$ cat src/design/csd_pkg.sv
`timescale 1ns / 1ps

package csd_pkg;

    localparam int BYTE_W      = 7;
    localparam int SVC_W       = 3;
    localparam int CFG_INDEX_W = 1;
    localparam int CFG_DATA_W  = 3;

    // Register indexes on the configuration port
    localparam logic [CFG_INDEX_W-1:0] REG_TARGET_SERVICE = 1'd0;
    localparam logic [CFG_INDEX_W-1:0] REG_DROP_REPEATS   = 1'd1;

    // First-byte classes (parity stripped)
    localparam logic [BYTE_W-1:0] XDS_FIRST_MIN  = 7'h01;
    localparam logic [BYTE_W-1:0] XDS_FIRST_MAX  = 7'h0F;
    localparam logic [BYTE_W-1:0] CTRL_FIRST_MIN = 7'h10;
    localparam logic [BYTE_W-1:0] CTRL_FIRST_MAX = 7'h1F;
    localparam int                CHANNEL_BIT    = 3;

    // Leading bytes of miscellaneous control codes
    localparam logic [BYTE_W-1:0] MISC_CH1_F1 = 7'h14;
    localparam logic [BYTE_W-1:0] MISC_CH1_F2 = 7'h15;
    localparam logic [BYTE_W-1:0] MISC_CH2_F1 = 7'h1C;
    localparam logic [BYTE_W-1:0] MISC_CH2_F2 = 7'h1D;

    // Miscellaneous second bytes
    localparam logic [BYTE_W-1:0] MISC_SECOND_MIN = 7'h20;
    localparam logic [BYTE_W-1:0] MISC_SECOND_MAX = 7'h2F;
    localparam logic [BYTE_W-1:0] MISC_RCL        = 7'h20;
    localparam logic [BYTE_W-1:0] MISC_RU2        = 7'h25;
    localparam logic [BYTE_W-1:0] MISC_RU3        = 7'h26;
    localparam logic [BYTE_W-1:0] MISC_RU4        = 7'h27;
    localparam logic [BYTE_W-1:0] MISC_RDC        = 7'h29;
    localparam logic [BYTE_W-1:0] MISC_TR         = 7'h2A;
    localparam logic [BYTE_W-1:0] MISC_RTD        = 7'h2B;

    typedef struct packed {
        logic              field_number;
        logic [BYTE_W-1:0] first_byte;
        logic [BYTE_W-1:0] second_byte;
    } csd_pair_t;

    typedef struct packed {
        logic       [1:0]  field_channel;
        logic       [3:0]  chan_is_text;
        logic              repeat_pending;
        logic [BYTE_W-1:0] prior_first;
        logic [BYTE_W-1:0] prior_second;
    } csd_state_t;

    typedef struct packed {
        logic [SVC_W-1:0] target_service;
        logic             drop_repeated_controls;
    } csd_cfg_t;

    typedef struct packed {
        logic             accepted;
        logic             service_known;
        logic [SVC_W-1:0] pair_service;
    } csd_result_t;

endpackage

$ cat src/design/csd_stream_if.sv
`timescale 1ns / 1ps

interface csd_pair_if;
    logic       valid;
    logic       ready;
    logic       field_number;
    logic [7:0] first_byte;
    logic [7:0] second_byte;

    modport source (output valid, field_number, first_byte, second_byte, input ready);
    modport sink   (input valid, field_number, first_byte, second_byte, output ready);
    modport monitor (input valid, ready, field_number, first_byte, second_byte);
endinterface

interface csd_result_if;
    logic       valid;
    logic       ready;
    logic       accepted;
    logic       service_known;
    logic [2:0] pair_service;

    modport source (output valid, accepted, service_known, pair_service, input ready);
    modport sink   (input valid, accepted, service_known, pair_service, output ready);
    modport monitor (input valid, ready, accepted, service_known, pair_service);
endinterface

$ cat src/design/csd_decode.sv
`timescale 1ns / 1ps

module csd_decode import csd_pkg::*;
(
    input  csd_pair_t   pair,
    input  csd_state_t  state,
    input  csd_cfg_t    cfg,
    output csd_state_t  state_next,
    output csd_result_t result
);

    logic              no_service;
    logic              control;
    logic              misc;
    logic              ch;
    logic              txt;
    logic [SVC_W-1:0]  svc;
    logic [BYTE_W-1:0] b1;
    logic [BYTE_W-1:0] b2;

    assign b1 = pair.first_byte;
    assign b2 = pair.second_byte;

    assign no_service = (b1 == '0 && b2 == '0) || (b1 inside {[XDS_FIRST_MIN:XDS_FIRST_MAX]});
    assign control    = b1 inside {[CTRL_FIRST_MIN:CTRL_FIRST_MAX]};
    assign misc       = (b1 inside {MISC_CH1_F1, MISC_CH1_F2, MISC_CH2_F1, MISC_CH2_F2})
                        && (b2 inside {[MISC_SECOND_MIN:MISC_SECOND_MAX]});

    always_comb
    begin
        state_next = state;
        result     = '0;
        ch         = 1'b0;
        txt        = 1'b0;
        svc        = '0;
        if (!no_service)
        begin
            // a control pair picks the field's data channel, misc codes the mode
            if (control)
            begin
                state_next.field_channel[pair.field_number] = b1[CHANNEL_BIT];
                if (misc)
                begin
                    if (b2 inside {MISC_RCL, MISC_RU2, MISC_RU3, MISC_RU4, MISC_RDC})
                    begin
                        state_next.chan_is_text[{pair.field_number, b1[CHANNEL_BIT]}] = 1'b0;
                    end
                    else if (b2 inside {MISC_TR, MISC_RTD})
                    begin
                        state_next.chan_is_text[{pair.field_number, b1[CHANNEL_BIT]}] = 1'b1;
                    end
                end
            end

            ch  = state_next.field_channel[pair.field_number];
            txt = state_next.chan_is_text[{pair.field_number, ch}];
            svc = {pair.field_number, txt, ch};

            result.service_known = 1'b1;
            result.pair_service  = svc;

            if (svc == cfg.target_service)
            begin
                if (cfg.drop_repeated_controls && control)
                begin
                    if (state.repeat_pending && state.prior_first == b1
                        && state.prior_second == b2)
                    begin
                        // drop the repeat and disarm
                        state_next.repeat_pending = 1'b0;
                        result.accepted           = 1'b0;
                    end
                    else
                    begin
                        state_next.repeat_pending = 1'b1;
                        state_next.prior_first    = b1;
                        state_next.prior_second   = b2;
                        result.accepted           = 1'b1;
                    end
                end
                else
                begin
                    state_next.repeat_pending = 1'b0;
                    result.accepted           = 1'b1;
                end
            end
        end
    end

endmodule

$ cat src/design/caption_service_demux.sv
`timescale 1ns / 1ps

// Channel        | Modport              | Payload
// ---------------+----------------------+---------------------------------------------
// caption_pair   | csd_pair_if.sink     | field_number, first_byte, second_byte
// service_result | csd_result_if.source | accepted, service_known, pair_service
// cfg_*          | plain write port     | cfg_we, cfg_index, cfg_data
//
// One pair per cycle unless stalled; results pass the pair then the result register.
// The rate is set by the single decode pass between the pair register and the result
// register, which also updates the channel, mode and repeat state.
// rst_n clears the valid flags, the decode state and both configuration registers.
// A stalled result holds in the result register while the pair register still takes one
// more transfer; caption_pair.ready drops only when both are full.

module caption_service_demux import csd_pkg::*;
(
    input  logic                   clk,
    input  logic                   rst_n,
    csd_pair_if.sink               caption_pair,
    csd_result_if.source           service_result,
    input  logic                   cfg_we,
    input  logic [CFG_INDEX_W-1:0] cfg_index,
    input  logic [CFG_DATA_W-1:0]  cfg_data
);

    // Pair register stage
    logic        pair_valid_reg;
    logic        pair_valid_next;
    csd_pair_t   pair_reg;

    // Result register stage
    logic        res_valid_reg;
    logic        res_valid_next;
    csd_result_t res_reg;

    // Decode state and configuration
    csd_state_t  state_reg;
    csd_state_t  state_next;
    csd_cfg_t    cfg_reg;
    csd_result_t result;

    logic        in_transfer;
    logic        advance;

    // The result register frees up when empty or when its transfer happens this cycle
    assign advance            = !res_valid_reg || service_result.ready;
    assign caption_pair.ready = !pair_valid_reg || advance;
    assign in_transfer        = caption_pair.valid && caption_pair.ready;

    always_comb
    begin
        pair_valid_next = pair_valid_reg;
        if (in_transfer)
        begin
            pair_valid_next = 1'b1;
        end
        else if (advance)
        begin
            pair_valid_next = 1'b0;
        end
    end

    assign res_valid_next = advance ? pair_valid_reg : res_valid_reg;

    csd_decode u_decode
    (
        .pair       (pair_reg),
        .state      (state_reg),
        .cfg        (cfg_reg),
        .state_next (state_next),
        .result     (result)
    );

    always_ff @(posedge clk or negedge rst_n)
    begin
        if (!rst_n)
        begin
            pair_valid_reg <= 1'b0;
            res_valid_reg  <= 1'b0;
            state_reg      <= '0;
        end
        else
        begin
            pair_valid_reg <= pair_valid_next;
            res_valid_reg  <= res_valid_next;
            // commit the decode state only when the pair moves on to the result stage
            if (advance && pair_valid_reg)
            begin
                state_reg <= state_next;
            end
        end
    end

    // Configuration writes
    always_ff @(posedge clk or negedge rst_n)
    begin
        if (!rst_n)
        begin
            cfg_reg <= '0;
        end
        else if (cfg_we)
        begin
            case (cfg_index)
                REG_TARGET_SERVICE: cfg_reg.target_service         <= cfg_data[SVC_W-1:0];
                REG_DROP_REPEATS:   cfg_reg.drop_repeated_controls <= cfg_data[0];
                default:            ;
            endcase
        end
    end

    // Payload registers: strip parity on capture, hold while stalled
    always_ff @(posedge clk)
    begin
        if (in_transfer)
        begin
            pair_reg.field_number <= caption_pair.field_number;
            pair_reg.first_byte   <= caption_pair.first_byte[BYTE_W-1:0];
            pair_reg.second_byte  <= caption_pair.second_byte[BYTE_W-1:0];
        end
        if (advance && pair_valid_reg)
        begin
            res_reg <= result;
        end
    end

    assign service_result.valid         = res_valid_reg;
    assign service_result.accepted      = res_reg.accepted;
    assign service_result.service_known = res_reg.service_known;
    assign service_result.pair_service  = res_reg.pair_service;

endmodule

$ cat src/flat_wrapper.sv
// flat-port wrapper written by rule: the top's interface ports become plain ports
module caption_service_demux_flat import csd_pkg::*;
  (clk, rst_n, cfg_we, cfg_index, cfg_data, caption_pair_valid, caption_pair_field_number, caption_pair_first_byte, caption_pair_second_byte, caption_pair_ready, service_result_valid, service_result_accepted, service_result_service_known, service_result_pair_service, service_result_ready);
  csd_pair_if caption_pair_i ();
  csd_result_if service_result_i ();
  input  logic clk;
  input  logic rst_n;
  input  logic cfg_we;
  input  logic [CFG_INDEX_W-1:0] cfg_index;
  input  logic [CFG_DATA_W-1:0] cfg_data;
  input wire logic [$bits(caption_pair_i.valid)-1:0] caption_pair_valid;
  input wire logic [$bits(caption_pair_i.field_number)-1:0] caption_pair_field_number;
  input wire logic [$bits(caption_pair_i.first_byte)-1:0] caption_pair_first_byte;
  input wire logic [$bits(caption_pair_i.second_byte)-1:0] caption_pair_second_byte;
  output wire logic [$bits(caption_pair_i.ready)-1:0] caption_pair_ready;
  output wire logic [$bits(service_result_i.valid)-1:0] service_result_valid;
  output wire logic [$bits(service_result_i.accepted)-1:0] service_result_accepted;
  output wire logic [$bits(service_result_i.service_known)-1:0] service_result_service_known;
  output wire logic [$bits(service_result_i.pair_service)-1:0] service_result_pair_service;
  input wire logic [$bits(service_result_i.ready)-1:0] service_result_ready;
  assign caption_pair_i.valid = caption_pair_valid;
  assign caption_pair_i.field_number = caption_pair_field_number;
  assign caption_pair_i.first_byte = caption_pair_first_byte;
  assign caption_pair_i.second_byte = caption_pair_second_byte;
  assign caption_pair_ready = caption_pair_i.ready;
  assign service_result_valid = service_result_i.valid;
  assign service_result_accepted = service_result_i.accepted;
  assign service_result_service_known = service_result_i.service_known;
  assign service_result_pair_service = service_result_i.pair_service;
  assign service_result_i.ready = service_result_ready;
  caption_service_demux u_core (.clk(clk), .rst_n(rst_n), .caption_pair(caption_pair_i), .service_result(service_result_i), .cfg_we(cfg_we), .cfg_index(cfg_index), .cfg_data(cfg_data));
endmodule
$ cat config.mk
export PLATFORM = sky130hd
export DESIGN_NAME = caption_service_demux_flat
export DESIGN_NICKNAME = d
export VERILOG_FILES = /design/src/design/csd_pkg.sv /design/src/design/csd_stream_if.sv /design/src/design/csd_decode.sv /design/src/design/caption_service_demux.sv /design/src/flat_wrapper.sv
export SDC_FILE = /design/constraint.sdc
export NUM_CORES = 1
export LEC_CHECK = 0
export ABC_AREA = 1
export BUFFER_PORTS_ARGS = -buffer_cell sky130_fd_sc_hd__clkbuf_2
export CORE_MARGIN = 2
export CORE_UTILIZATION = 51
export DETAILED_ROUTE_END_ITERATION = 7
export MAX_ROUTING_LAYER = met4
export PLACE_DENSITY = 0.82
export REMOVE_ABC_BUFFERS = 1
export SYNTH_ARGS = -nofsm -noshare
export SYNTH_HDL_FRONTEND = slang
export SYNTH_SLANG_ARGS = --single-unit
$ cat constraint.sdc
create_clock -name clk -period 2.1 [get_ports clk]
set_clock_uncertainty 0.05 [all_clocks]
set_input_delay 0.21 -clock clk [delete_from_list [all_inputs] [get_ports clk]]
set_output_delay 0.21 -clock clk [all_outputs]
set_load 0.05 [all_outputs]
-- Yosys cells after proc, flatten, opt, wreduce, memory -nomap -nowiden
Index checks and enable logic that the tools add are counted.
- magnitude comparators: 11
- equality and inequality tests: 14
- mux-type cells: 20
- bitwise gates (word level): 7
- reductions and logical operators: 29
- operators by type and width (cell ; number):
    $eq 7x6->1 const B ; 7
    $eq 7x5->1 const B ; 4
    $mux 4 ; 4
    $eq 7x7->1 ; 2
    $logic_not 7->1 ; 2
    $logic_and 1x1->1 ; 12
    $mux 6 ; 2
    $mux 1 ; 10
    $ge 7x1->1 const B ; 1
    $ge 7x5->1 const B ; 1
    $ge 7x6->1 const B ; 1
    $le 7x4->1 const B ; 1
    $le 7x5->1 const B ; 1
    $le 7x6->1 const B ; 1
    $lt 2x3->1 const B ; 2
    $reduce_and 2->1 ; 3
    $reduce_and 5->1 ; 1
    $reduce_bool 5->1 ; 1
    $and 4x4->4 ; 1
    $not 1->1 ; 4
    $not 4->4 ; 1
    $or 4x4->4 ; 1
    $reduce_bool 2->1 ; 2
    $reduce_bool 4->1 ; 1
    other kinds (12) ; 15
- bits in registers: 47

-- Logic depth before layout (Yosys ltp)
Gate-level depths: netlist (run 1).
- depth after elaboration: 17
- gate-level depth with buffers: 17
- mapped depth without buffers: 15

-- Cells and area by module
Synthesis (run 1) repeated with hierarchy kept, for this count alone.
- cells, all modules: 392
- area total of the unflattened synthesis: 2851.5 um^2
- modules (own cells, without submodules) (module ; times used ; cells each ; area each (um^2) ; seq. area each (um^2)):
    caption_service_demux ; 1 ; 139 ; 1671.6 ; 1276.2
    csd_decode ; 1 ; 253 ; 1179.9 ; 0.0

-- Worst setup path after synthesis (run 1)
No wires, ideal clock.
- path type: register to register
- from: reg u_core.res_valid_reg (netlist: u_core.service_result.valid)
- to: reg u_core.pair_reg[0] (netlist bit), enable pin
- library setup time: 0.359 ns
- data arrival time: 1.563 ns
- setup slack: 0.128 ns
- cell stages (with the launch flop): 4
- path buffers: 0
- path through: dfrtp_1 -> nand3_1 -> nand2_1 -> inv_1
- word-level cells in the longest chain between the ends: 4
- RTL lines (what ; RTL line ; source):
    from (decl) ; caption_service_demux.sv:33 ; logic res_valid_reg;
    from (signal assigned) ; caption_service_demux.sv:86 ; res_valid_reg <= res_valid_next;
    $logic_not 1->1 ; caption_service_demux.sv:47 ; assign advance = !res_valid_reg || service_result.ready;
    $logic_or 1x1->1 ; caption_service_demux.sv:47 ;
    $logic_or 1x1->1 ; caption_service_demux.sv:48 ; assign caption_pair.ready = !pair_valid_reg || advance;
    via caption_pair_ready ; flat_wrapper.sv:15 ; output wire logic [$bits(caption_pair_i.ready)-1:0] caption_pair_ready;
    $logic_and 1x1->1 ; caption_service_demux.sv:49 ; assign in_transfer = caption_pair.valid && caption_pair.ready;
    via u_core.in_transfer ; caption_service_demux.sv:43 ; logic in_transfer;
    to (decl) ; caption_service_demux.sv:30 ; csd_pair_t pair_reg;
The timed path passes the listed nets, and every way through them passes these cells.
A chain may end at the register's enable or synchronous reset.

-- Final worst setup path (run 1)
- from: reg u_core.pair_reg[14] (netlist bit)
- to: reg u_core.state_reg[9] (netlist bit)
- word-level cells in the longest chain between the ends: 14
- elaborated cells between the ends (all ways): 25
- RTL lines (what ; RTL line ; source):
    $lt 2x3->1 (implied by the code) / $ge 2x1->1 (equally long branches) ; csd_decode.sv:46, csd_decode.sv:50 ;
    $logic_and 1x1->1 (implied by the code) ; csd_decode.sv:46, csd_decode.sv:50 ;
    $mux 1 (implied by the code) ; csd_decode.sv:46, csd_decode.sv:50 ;
    $demux 1 s2 ; csd_decode.sv:46, csd_decode.sv:50 ;
    $or 4x4->4 (no line) / $not 4->4 (equally long branches) ; -- ;
    $mux 4 / $and 4x4->4 (equally long branches) ; -- ;
    $mux 4 ; csd_decode.sv:44 ; if (b2 inside {MISC_RCL, MISC_RU2, MISC_RU3, MISC_RU4, MISC_RDC})
    $mux 4 ; csd_decode.sv:42 ; if (misc)
    $mux 6 ; csd_decode.sv:39 ; if (control)
    $mux 6 ; csd_decode.sv:36 ; if (!no_service)
    $bmux 1 s2 ; csd_decode.sv:56 ; txt = state_next.chan_is_text[{pair.field_number, ch}];
    $mux 1 (implied by the code) ; csd_decode.sv:56 ;
    $eq 3x3->1 * ; csd_decode.sv:62 ; if (svc == cfg.target_service)
    $reduce_and 5->1 (no line) * ; -- ;
    to (signal assigned) ; caption_service_demux.sv:90 ; state_reg <= state_next;
    to (decl) ; caption_service_demux.sv:38 ; csd_state_t state_reg;
Mark *: on every way between the ends. The rest lies on a longest branch, timed or not. The select of a mux whose other input is x is not followed.

==> flow_metrics.py, run 1 <==
metrics = {
    "run_status": {
        "run_status": "complete, but fails checks",
        "violations": "setup timing",
    },
    "setup_path": {
        "timing.critical_path.cells": "inv_2, nand2_1, nor2_2, nor2b_2, nand3_2, nand3_1, nand2_1, inv_2, a21oi_4, nor2_4, nand3_4, nand2_1, nand2_1",
        "critical-path-slowest-cell": "sky130_fd_sc_hd__edfxtp_1",
        "critical-path-top-cell-by-count": "sky130_fd_sc_hd__nand2_1",
        "worst-path-max-fanout": 7,
        "cp.arrival_ns": 2.51,
        "worst_path_largest_cell_delay_ns": 0.49,
        "worstSetupPathType": "reg2reg",
        "crit_buf_inv": 2,
        "timing.critical_path.to_type": "flip-flop",
        "cp_top_family": "simple AND/OR/NAND/NOR gates",
        "timing.critical_path.required_ns": 2.26,
        "timing.critical_path.from_type": "flip-flop",
    },
    "synthesis": {
        "synth-warning-count": 0,
        "synth.lib_cells_used.distinct": 33,
        "ys_ff_latch": 47,
        "sequential_element_share_of_the_synthesized_area_pct": 54.3,
        "syn_inst": 257,
        "synth_area_per_cell_um2": 9.15,
        "syn-cell-area_um2": 2350,
    },
    "floorplanning": {
        "floorplan.initialDensity_pct": 53.7,
        "die-height_um": 71.9,
        "die_width_um": 71.9,
        "row_count": 24,
        "io-pin-count": 33,
        "core_area_um2": 4380,
        "design.die.area_um2": 5170,
    },
    "timing": {
        "max_slew.worst_pin.slew_ns": 0.696,
        "timing.final.ws_setup_ns": -0.251,
        "relSlewSlack_pct": 53.6,
        "timing.final.crit_share_pct": 112,
        "finalHoldViolCount": 0,
        "maxSlewViolCount": 0,
        "totalNegativeSetupSlack_ns": -3.45,
        "setup_viol": 16,
        "fmax_mhz": 425,
        "period_minus_slack_ns": 2.35,
        "rsz0062_at_grt": "yes",
    },
    "routing": {
        "drt.antenna.violating_nets": 0,
        "drc": 0,
        "route.detailed.vias_per_inst": 5.51,
        "via_count": 2089,
        "routedWlPerCell_um": 14.9,
        "first_pass_iters": 4,
        "finalWirelength_um": 5650,
        "dr.first_iter.drc_count": 173,
    },
    "placed_design": {
        "gp_congestion": 0.908,
        "io_buffers": 30,
        "dp_cells": 346,
        "place_hpwl_um": 3410,
        "place_ws_ns": -0.0566,
    },
    "clock_tree": {
        "numCtsBuffers": 5,
        "clkLatencyLatePin_ns": 0.32,
        "cts_max_level": 2,
        "cts_sinks": 47,
        "tritoncts": "done",
        "cts.reportedPaths.clkPinSlew_ns": 0.09,
        "clock-root-buffer": "sky130_fd_sc_hd__clkbuf_8",
        "clockBufferDepth": 2,
    },
    "global_routing": {
        "global_route.usage.total_pct": 23.1,
        "grt-ovfl-total": 0,
        "antenna_violations_before_repair": 0,
        "grt_pass1_wl_um": 8800,
        "grt_pass1_vias": 1959,
        "pin_count_of_the_biggest_net_entering_global_routing": 28,
    },
    "pwr": {
        "power.ir.vdd_worst_mv": 0.615,
        "final_total_pwr_w": 0.00265,
        "total_leakage_power_nw": 1.44,
        "pwr_density_cell_nw_per_um2": 875,
    },
    "cells_and_area": {
        "largest_register_ffs": 21,
        "layout.cells.non_filler": 379,
        "syn_to_final_growth_pct": 28.6,
        "post_route_cells_drive_above_1_share_pct": 36.4,
        "fill_cells": 306,
        "antenna_cells": 0,
        "finalNetCount": 352,
    },
    "min_path": {
        "holdCritPathClass": "in2reg",
    },
    "job": {
        "drv_cap": 0,
    },
}
cells in the mapped netlist:
| cell type | number | share of area (%) |
|---|---|---|
| sky130_fd_sc_hd__a21oi_1 | 2 | 0.43 |
| sky130_fd_sc_hd__a21oi_2 | 1 | 0.37 |
| sky130_fd_sc_hd__a31oi_1 | 1 | 0.27 |
| sky130_fd_sc_hd__buf_4 | 1 | 0.32 |
| sky130_fd_sc_hd__buf_6 | 2 | 0.96 |
| sky130_fd_sc_hd__clkbuf_1 | 2 | 0.32 |
| sky130_fd_sc_hd__dfrtp_1 | 27 | 29 |
| sky130_fd_sc_hd__edfxtp_1 | 20 | 26 |
| sky130_fd_sc_hd__inv_1 | 25 | 4.0 |
| sky130_fd_sc_hd__inv_2 | 4 | 0.64 |
| sky130_fd_sc_hd__inv_4 | 1 | 0.27 |
| sky130_fd_sc_hd__mux2_2 | 2 | 0.96 |
| sky130_fd_sc_hd__nand2_1 | 65 | 10 |
| sky130_fd_sc_hd__nand2_2 | 5 | 1.3 |
| sky130_fd_sc_hd__nand2_4 | 1 | 0.48 |
| sky130_fd_sc_hd__nand3_1 | 16 | 3.4 |
| sky130_fd_sc_hd__nand3_2 | 1 | 0.43 |
| sky130_fd_sc_hd__nand3_4 | 1 | 0.74 |
| sky130_fd_sc_hd__nand3b_1 | 1 | 0.32 |
| sky130_fd_sc_hd__nand4_1 | 18 | 4.8 |
| sky130_fd_sc_hd__nor2_1 | 21 | 3.4 |
| sky130_fd_sc_hd__nor2_2 | 3 | 0.80 |
| sky130_fd_sc_hd__nor2_4 | 3 | 1.4 |
| sky130_fd_sc_hd__nor2b_1 | 1 | 0.27 |
| sky130_fd_sc_hd__nor3_1 | 4 | 0.85 |
| sky130_fd_sc_hd__nor4_1 | 1 | 0.27 |
| sky130_fd_sc_hd__o21ai_0 | 8 | 1.7 |
| sky130_fd_sc_hd__o21ai_1 | 2 | 0.43 |
| sky130_fd_sc_hd__o21ai_2 | 1 | 0.37 |
| sky130_fd_sc_hd__o41ai_1 | 1 | 0.37 |
| sky130_fd_sc_hd__or2_2 | 4 | 1.1 |
| sky130_fd_sc_hd__xnor2_1 | 8 | 3.0 |
| sky130_fd_sc_hd__xor2_1 | 4 | 1.5 |
final cells by class:
type / count / area (µm²) / area share, %
clock buffer: 5 / 68.8 / 2.27
clock inverter: 3 / 22.5 / 0.744
inverter: 30 / 115 / 3.80
multi-input combinational: 176 / 1040 / 34.4
sequential: 47 / 1280 / 42.2
tap: 52 / 65.1 / 2.15
timing repair buffer: 66 / 437 / 14.4
worst register-to-register path, cell delays in order, from the launching register on:
cell                       delay, ns
sky130_fd_sc_hd__edfxtp_1       0.49
sky130_fd_sc_hd__inv_2          0.18
sky130_fd_sc_hd__nand2_1        0.11
sky130_fd_sc_hd__nor2_2         0.18
sky130_fd_sc_hd__nor2b_2        0.21
sky130_fd_sc_hd__nand3_2        0.11
sky130_fd_sc_hd__nand3_1        0.09
sky130_fd_sc_hd__nand2_1        0.07
sky130_fd_sc_hd__inv_2          0.10
sky130_fd_sc_hd__a21oi_4        0.07
sky130_fd_sc_hd__nor2_4         0.25
sky130_fd_sc_hd__nand3_4        0.16
sky130_fd_sc_hd__nand2_1        0.11
sky130_fd_sc_hd__nand2_1        0.06
cell families after synthesis:
family	count (synthesis)	share of synthesized area [%]
xor gates and xnor gates	12	4.47
and+or+nand+nor	145	29.9
muxes	2	0.957
buffers and inverters	35	6.49
AOI/OAI and AO/OA	16	3.94
DFF	47	54.3
report_power, final:
part           internal, W  switching (W)  total [W]
sequential         0.00114       0.000125    0.00127
clock             0.000238       0.000321   0.000559
combinational     0.000322       0.000498   0.000820
total              0.00170       0.000944    0.00265
layout by cell type (no fill, tap or decap), drive strengths merged:
master	count
nand2	71
clkbuf	35
buf	34
inv	31
dfrtp	27
nor2	27
edfxtp	20
nand3	19
nand4	18
o21ai	11
xnor2	8
or2	4
xor2	4
nor3	4
a21oi	3
mux2	2
dlygate4sd3	2
clkinv	2
nor4	1
o41ai	1
nor2b	1
nand3b	1
a31oi	1
per-layer routing:
metal | global-route usage, % | vias to the layer above | wire [µm]
li1 | - | 986 | -
met5 | - | - | 0
met4 | 9.64 | 0 | 179
met3 | 5.14 | 23 | 505
met1 | 29.0 | 975 | 2290
met2 | 36.4 | 105 | 2680
final timing paths:
check | slack (ns) | from | cells past startpoint | to
worst min-delay path | 0.01 | caption_pair_field_number | 1 | u_core.pair_reg[14]
min in group asynchronous | 0.42 | rst_n | 2 | u_core.state_reg[2]
worst min register to register | 0.44 | u_core.state_reg[18] | 2 | u_core.state_reg[18]
worst max-delay path | -0.25 | u_core.pair_reg[14] | 13 | u_core.state_reg[9]
worst max register to register | -0.25 | u_core.pair_reg[14] | 13 | u_core.state_reg[9]
max in group asynchronous | 1.13 | rst_n | 2 | u_core.state_reg[6]
stage by stage:
step | area [µm²] | util (%) | hold WS, ns
2_1_floorplan | 2310 | - | -0.136
3_3_place_gp | 2620 | 59.8 | 0.229
3_5_place_dp | 2620 | 59.8 | 0.236
4_1_cts | 2890 | 65.9 | 0.00870
5_1_grt | 3030 | 69.0 | 0.00840
6_report | 3030 | 69.0 | 0.0105
timing repair:
item | 4_1_cts | 5_1_grt
endpoints found under the setup margin | 16 | 22
gates resized for setup | 14 | 16
endpoints found under the hold margin | 27 | 1
gates cloned | 1 | 1
pin swaps | 13 | 16
setup buffers | 13 | 9
hold buffers | 1 | 1
Power figures use the tool's default switching activity.
==> inputs of run 2 (changes only) <==
--- a/config.mk
+++ b/config.mk
@@ -5,7 +5,6 @@
 export SDC_FILE = /design/constraint.sdc
 export NUM_CORES = 1
 export LEC_CHECK = 0
-export ABC_AREA = 1
 export BUFFER_PORTS_ARGS = -buffer_cell sky130_fd_sc_hd__clkbuf_2
 export CORE_MARGIN = 2
 export CORE_UTILIZATION = 51
==> flow_metrics.py, run 2 <==
metrics = {
    "floorplanning": {
        "floorplan.initialDensity_pct": 52.9,
        "row_count": 24,
        "design.die.area_um2": 5070,
        "io-pin-count": 33,
        "die_width_um": 71.2,
        "die-height_um": 71.2,
        "core_area_um2": 4350,
    },
    "synthesis": {
        "synth_compound_area_share_pct": 7.12,
        "synth.lib_cells_used.distinct": 48,
        "yosys.area.top_type": "sky130_fd_sc_hd__dfrtp_1",
        "synth_area_per_cell_um2": 13.2,
        "sequential_element_share_of_the_synthesized_area_pct": 55.4,
        "synth_simple_gate_area_share_pct": 15.4,
        "synthMostInstantiatedCell": "sky130_fd_sc_hd__dfrtp_1",
        "synth-warning-count": 0,
        "syn-cell-area_um2": 2300,
        "ys_dominant_reg_cell": "sky130_fd_sc_hd__dfrtp_1",
        "netlist.area_leader.share_pct": 29.3,
        "syn_inst": 174,
        "synthTopCellsByCount": "sky130_fd_sc_hd__dfrtp_1 (27), sky130_fd_sc_hd__edfxtp_1 (20), sky130_fd_sc_hd__xnor2_1 (15), sky130_fd_sc_hd__mux2_2 (11), sky130_fd_sc_hd__nor2_1 (11)",
        "synth_fa_ha_area_share_pct": 0,
        "async_reset_ff_share_pct": 57.4,
        "synth.area.top_cells": "sky130_fd_sc_hd__dfrtp_1 (29%), sky130_fd_sc_hd__edfxtp_1 (26%), sky130_fd_sc_hd__xnor2_1 (5.7%)",
        "synth_edf_count": 20,
        "yosys-mux-area-fraction_pct": 12.5,
        "largest_family_of_logic_cells_by_synthesized_area": "simple AND/OR/NAND/NOR gates",
        "ys_ff_latch": 47,
        "synth-xor-area-share_pct": 6.46,
    },
    "job": {
        "drv_cap": 0,
    },
    "clock_tree": {
        "cts_max_level": 2,
        "clock-root-buffer": "sky130_fd_sc_hd__clkbuf_8",
        "clkLatencyLatePin_ns": 0.31,
        "cts.reportedPaths.clkPinSlew_ns": 0.08,
        "cts_sinks": 47,
        "numCtsBuffers": 5,
        "clockBufferDepth": 2,
        "tritoncts": "done",
    },
    "run_status": {
        "run_status": "complete, but fails checks",
        "violations": "setup timing",
    },
    "setup_path": {
        "cp.arrival_ns": 2.85,
        "worst-r2r-setup-slack_ns": -0.60,
        "timing.critical_path.from_type": "flip-flop",
        "worst-path-max-fanout": 7,
        "reg2reg_depth": 9,
        "worst_r2r_endpoint": "u_core.state_reg[0]",
        "timing.critical_path.to_type": "flip-flop",
        "timing.critical_path.required_ns": 2.25,
        "timing.rr.start": "u_core.pair_reg[10]",
        "worstSetupPathType": "reg2reg",
    },
    "timing": {
        "finalHoldViolCount": 0,
        "totalNegativeSetupSlack_ns": -9.36,
        "maxSlewViolCount": 0,
        "rsz0062_at_grt": "yes",
        "timing.final.crit_share_pct": 128,
        "relSlewSlack_pct": 54.5,
        "setup_viol": 20,
        "fmax_mhz": 371,
        "max_slew.worst_pin.slew_ns": 0.682,
        "timing.final.ws_setup_ns": -0.597,
        "period_minus_slack_ns": 2.70,
    },
    "placed_design": {
        "place_hpwl_um": 3430,
        "io_buffers": 30,
        "gp_congestion": 0.976,
        "dp_cells": 292,
        "place_ws_ns": -0.636,
    },
    "routing": {
        "first_pass_iters": 4,
        "via_count": 1777,
        "drc": 0,
        "route.detailed.vias_per_inst": 5.62,
        "finalWirelength_um": 5850,
        "drt.antenna.violating_nets": 0,
        "routedWlPerCell_um": 18.5,
        "dr.first_iter.drc_count": 103,
    },
    "cells_and_area": {
        "post_route_cells_drive_above_1_share_pct": 51.1,
        "syn_to_final_growth_pct": 36.7,
        "regArea_um2": 1280,
        "layout.cells.non_filler": 316,
        "antenna_cells": 0,
        "area_of_the_multi_input_gates_um2": 1080,
        "final_common_cell": "sky130_fd_sc_hd__buf_4",
        "fill_cells": 267,
        "final_cell_mix": "sky130_fd_sc_hd__buf_4 (46), sky130_fd_sc_hd__clkbuf_2 (30), sky130_fd_sc_hd__dfrtp_1 (27), sky130_fd_sc_hd__edfxtp_1 (20), sky130_fd_sc_hd__xnor2_1 (14)",
        "finalNetCount": 289,
        "largest_register_ffs": 21,
    },
    "min_path": {
        "hold-path-cell-count": 1,
        "holdCritPathClass": "in2reg",
        "min-delay-start": "caption_pair_second_byte[4]",
        "whs_endpoint": "u_core.pair_reg[4]",
    },
    "global_routing": {
        "antenna_violations_before_repair": 0,
        "pin_count_of_the_biggest_net_entering_global_routing": 28,
        "grt_pass1_wl_um": 9280,
        "grt-ovfl-total": 0,
        "grt_pass1_vias": 1842,
        "global_route.usage.total_pct": 25.2,
    },
    "pwr": {
        "pwr_density_cell_nw_per_um2": 725,
        "power.ir.vdd_worst_mv": 0.576,
        "total_leakage_power_nw": 1.40,
    },
}
[run 2: final cells by class]
cell class                      count  area share [%]
Sequential cell                    47            40.5
Multi-Input combinational cell    118            34.4
Timing Repair Buffer               86            19.5
Clock buffer                        7            2.74
Tap cell                           52            2.07
Inverter                            5           0.596
Clock inverter                      1           0.159
[run 2: critical path, cell delays in order (launching register included)]
cell,delay [ns]
sky130_fd_sc_hd__edfxtp_1,0.44
sky130_fd_sc_hd__buf_6,0.16
sky130_fd_sc_hd__nor4b_4,0.32
sky130_fd_sc_hd__nand3_1,0.12
sky130_fd_sc_hd__o211ai_1,0.28
sky130_fd_sc_hd__o311ai_2,0.18
sky130_fd_sc_hd__a2111o_1,0.50
sky130_fd_sc_hd__nand2_4,0.11
sky130_fd_sc_hd__buf_12,0.14
sky130_fd_sc_hd__mux2_4,0.30
[run 2: kinds of logic (layout without fill, tap and decap cells)]
family,count (synthesis),in the layout
mux,23,23
compound gates,20,20
buf+inv,9,99
simple gates,58,58
flops,47,47
xor+xnor,17,17
[run 2: repair_timing]
action                                  in CTS  in global routing
hold buffers                                 1                  1
pin swaps                                   10                  9
buffers inserted                            14                  4
endpoints found under the hold margin       27                  1
gates resized for setup                     24                  9
endpoints found under the setup margin      21                 21
[run 2: power breakdown]
part / internal, W / switching (W)
sequential: 0.00107 / 0.0000824
clock: 0.000266 / 0.000303
combinational: 0.000292 / 0.000269
total: 0.00163 / 0.000655
[run 2: metrics by stage]
stage,instance area (µm²),hold WS (ns),total power (W),util (%)
floorplan,2250,-0.136,0.00144,-
global placement,2770,0.228,0.00160,63.5
detailed placement,2770,0.228,0.00162,63.5
CTS,3090,0.0234,0.00224,71.0
global route,3150,0.00276,0.00237,72.3
finish,3150,0.0179,0.00228,72.3
[run 2: worst max path at each step]
| stage | start | to | slack [ns] | cells after the start |
|---|---|---|---|---|
| after detailed placement | u_core.pair_reg[12] | u_core.state_reg[8] | -0.64 | 7 |
| after floorplan | u_core.pair_reg[12] | u_core.state_reg[7] | -0.56 | 6 |
| after global placement | u_core.pair_reg[12] | u_core.state_reg[9] | -0.55 | 7 |
| after CTS | u_core.pair_reg[13] | u_core.state_reg[9] | -0.57 | 8 |
| after global routing | u_core.pair_reg[10] | u_core.state_reg[0] | -0.73 | 9 |
| final | u_core.pair_reg[10] | u_core.state_reg[0] | -0.60 | 9 |
[run 2: routing by layer]
| layer | GRT usage (%) | wire length (µm) | vias up |
|---|---|---|---|
| met1 | 30.8 | 2530 | 886 |
| met4 | 14.0 | 218 | 0 |
| met2 | 39.2 | 2910 | 45 |
| met3 | 4.99 | 203 | 20 |
| li1 | - | - | 826 |
| met5 | - | 0 | - |
==> inputs of run 3 (changes only) <==
--- a/config.mk
+++ b/config.mk
@@ -6,12 +6,15 @@
 export NUM_CORES = 1
 export LEC_CHECK = 0
 export BUFFER_PORTS_ARGS = -buffer_cell sky130_fd_sc_hd__clkbuf_2
+export CAP_MARGIN = 20
 export CORE_MARGIN = 2
 export CORE_UTILIZATION = 51
 export DETAILED_ROUTE_END_ITERATION = 7
 export MAX_ROUTING_LAYER = met4
 export PLACE_DENSITY = 0.82
 export REMOVE_ABC_BUFFERS = 1
+export SKIP_CTS_REPAIR_TIMING = 1
+export SKIP_LAST_GASP = 1
 export SYNTH_ARGS = -nofsm -noshare
 export SYNTH_HDL_FRONTEND = slang
 export SYNTH_SLANG_ARGS = --single-unit
==> flow_metrics.py, run 3 (synthesized netlist as in run 2, its figures left out) <==
metrics = {
    "placed_design": {
        "io_buffers": 30,
        "post_place_instance_area_um2": 2770,
        "place_hpwl_um": 3430,
        "gp_congestion": 0.976,
    },
    "routing": {
        "finalWirelength_um": 5490,
        "dr.first_iter.drc_count": 99,
        "via_count": 1745,
        "first_pass_iters": 4,
        "drc": 0,
        "drt.antenna.violating_nets": 0,
        "routedWlPerCell_um": 17.5,
        "route.detailed.vias_per_inst": 5.58,
    },
    "cells_and_area": {
        "area_of_the_multi_input_gates_um2": 1080,
        "layout.cell_area.non_filler_um2": 3090,
        "antenna_cells": 0,
        "post_route_cells_drive_above_1_share_pct": 48.7,
        "syn_to_final_growth_pct": 34.1,
        "finalNetCount": 286,
        "largest_register_ffs": 21,
        "final_cell_mix": "sky130_fd_sc_hd__buf_4 (47), sky130_fd_sc_hd__clkbuf_2 (30), sky130_fd_sc_hd__dfrtp_1 (27), sky130_fd_sc_hd__edfxtp_1 (20), sky130_fd_sc_hd__xnor2_1 (15)",
        "regArea_um2": 1280,
        "fill_cells": 278,
        "final_common_cell": "sky130_fd_sc_hd__buf_4",
    },
    "clock_tree": {
        "cts_sinks": 47,
        "tritoncts": "done",
        "cts_max_level": 2,
        "clockBufferDepth": 2,
        "numCtsBuffers": 5,
        "clock-root-buffer": "sky130_fd_sc_hd__clkbuf_8",
        "clkLatencyLatePin_ns": 0.30,
        "cts.reportedPaths.clkPinSlew_ns": 0.08,
    },
    "job": {
        "drv_cap": 0,
    },
    "global_routing": {
        "grt_pass1_wl_um": 7410,
        "grt-ovfl-total": 0,
        "pin_count_of_the_biggest_net_entering_global_routing": 28,
        "grt_pass1_vias": 1605,
        "antenna_violations_before_repair": 0,
        "global_route.usage.total_pct": 19.6,
    },
    "pwr": {
        "pwr_density_cell_nw_per_um2": 726,
        "power.ir.vdd_worst_mv": 0.497,
        "total_leakage_power_nw": 1.36,
        "final_total_pwr_w": 0.00224,
    },
    "timing": {
        "relSlewSlack_pct": 55.2,
        "setup_viol": 17,
        "totalNegativeSetupSlack_ns": -10.71,
        "period_minus_slack_ns": 2.82,
        "timing.final.crit_share_pct": 134,
        "rsz0062_at_grt": "yes",
        "timing.final.ws_setup_ns": -0.716,
        "fmax_mhz": 355,
        "max_slew.worst_pin.slew_ns": 0.673,
        "maxSlewViolCount": 0,
        "finalHoldViolCount": 0,
    },
    "setup_path": {
        "worst-path-max-fanout": 7,
        "worst_path_largest_cell_delay_ns": 0.50,
        "timing.critical_path.cells": "xor2_1, o32a_1, buf_4, nor4_4, o311ai_4, a2111o_1, nand2_4, mux2_4",
        "cp.arrival_ns": 2.95,
        "cp_top_family": "compound AO/OA/AOI/OAI gates",
        "timing.critical_path.from_type": "flip-flop",
        "worstSetupPathType": "reg2reg",
        "timing.critical_path.required_ns": 2.24,
        "timing.critical_path.to_type": "flip-flop",
        "crit_buf_inv": 1,
        "critical-path-slowest-cell": "sky130_fd_sc_hd__a2111o_1",
    },
    "floorplanning": {
        "design.die.area_um2": 5070,
        "core_area_um2": 4350,
        "floorplan.initialDensity_pct": 52.9,
        "die-height_um": 71.2,
        "die_width_um": 71.2,
        "row_count": 24,
        "io-pin-count": 33,
    },
    "min_path": {
        "holdCritPathClass": "in2reg",
    },
    "run_status": {
        "run_status": "complete, but fails checks",
        "violations": "setup timing",
    },
}
[run 3: cell type report]
class	instances	share of cell area, %
Clock buffer	7	2.80
Multi-Input combinational cell	119	34.9
Sequential cell	47	41.3
Timing Repair Buffer	82	18.1
Clock inverter	1	0.162
Inverter	5	0.608
Tap cell	52	2.11
[run 3: power by group]
group / internal [W] / total [W] / switching (W)
Sequential: 0.00107 / 0.00115 / 0.0000804
Clock: 0.000266 / 0.000557 / 0.000291
Combinational: 0.000278 / 0.000533 / 0.000254
Total: 0.00162 / 0.00224 / 0.000626
[run 3: path summary, 6_finish.rpt]
check / startpoint / cells after the start / to / slack (ns)
hold / removal: caption_pair_second_byte[1] / 1 / u_core.pair_reg[1] / 0.03
hold reg to reg: u_core.state_reg[11] / 1 / u_core.state_reg[11] / 0.47
max in group asynchronous: rst_n / 2 / u_core.state_reg[15] / 1.15
setup / recovery: u_core.pair_reg[3] / 8 / u_core.state_reg[4] / -0.72
setup reg to reg: u_core.pair_reg[3] / 8 / u_core.state_reg[4] / -0.72
min in group asynchronous: rst_n / 2 / u_core.cfg_reg[2] / 0.42
[run 3: per-stage QoR]
step / util [%] / hold WS, ns / setup slack (ns) / std cells
detailed placement: 63.5 / 0.228 / -0.636 / 292
global route: 70.9 / 0.0123 / -0.776 / 313
global placement: 63.5 / 0.228 / -0.546 / 292
floorplan: - / -0.136 / -0.564 / 170
CTS: 65.6 / -0.0929 / -0.685 / 300
finish: 70.9 / 0.0280 / -0.716 / 313
[run 3: metal layers]
| metal | global-route usage, % | up-vias | routed length [µm] |
|---|---|---|---|
| met5 | - | - | 0 |
| met4 | 5.03 | 0 | 153 |
| met3 | 4.70 | 17 | 263 |
| met2 | 32.3 | 59 | 2750 |
| met1 | 24.5 | 846 | 2320 |
| li1 | - | 823 | - |
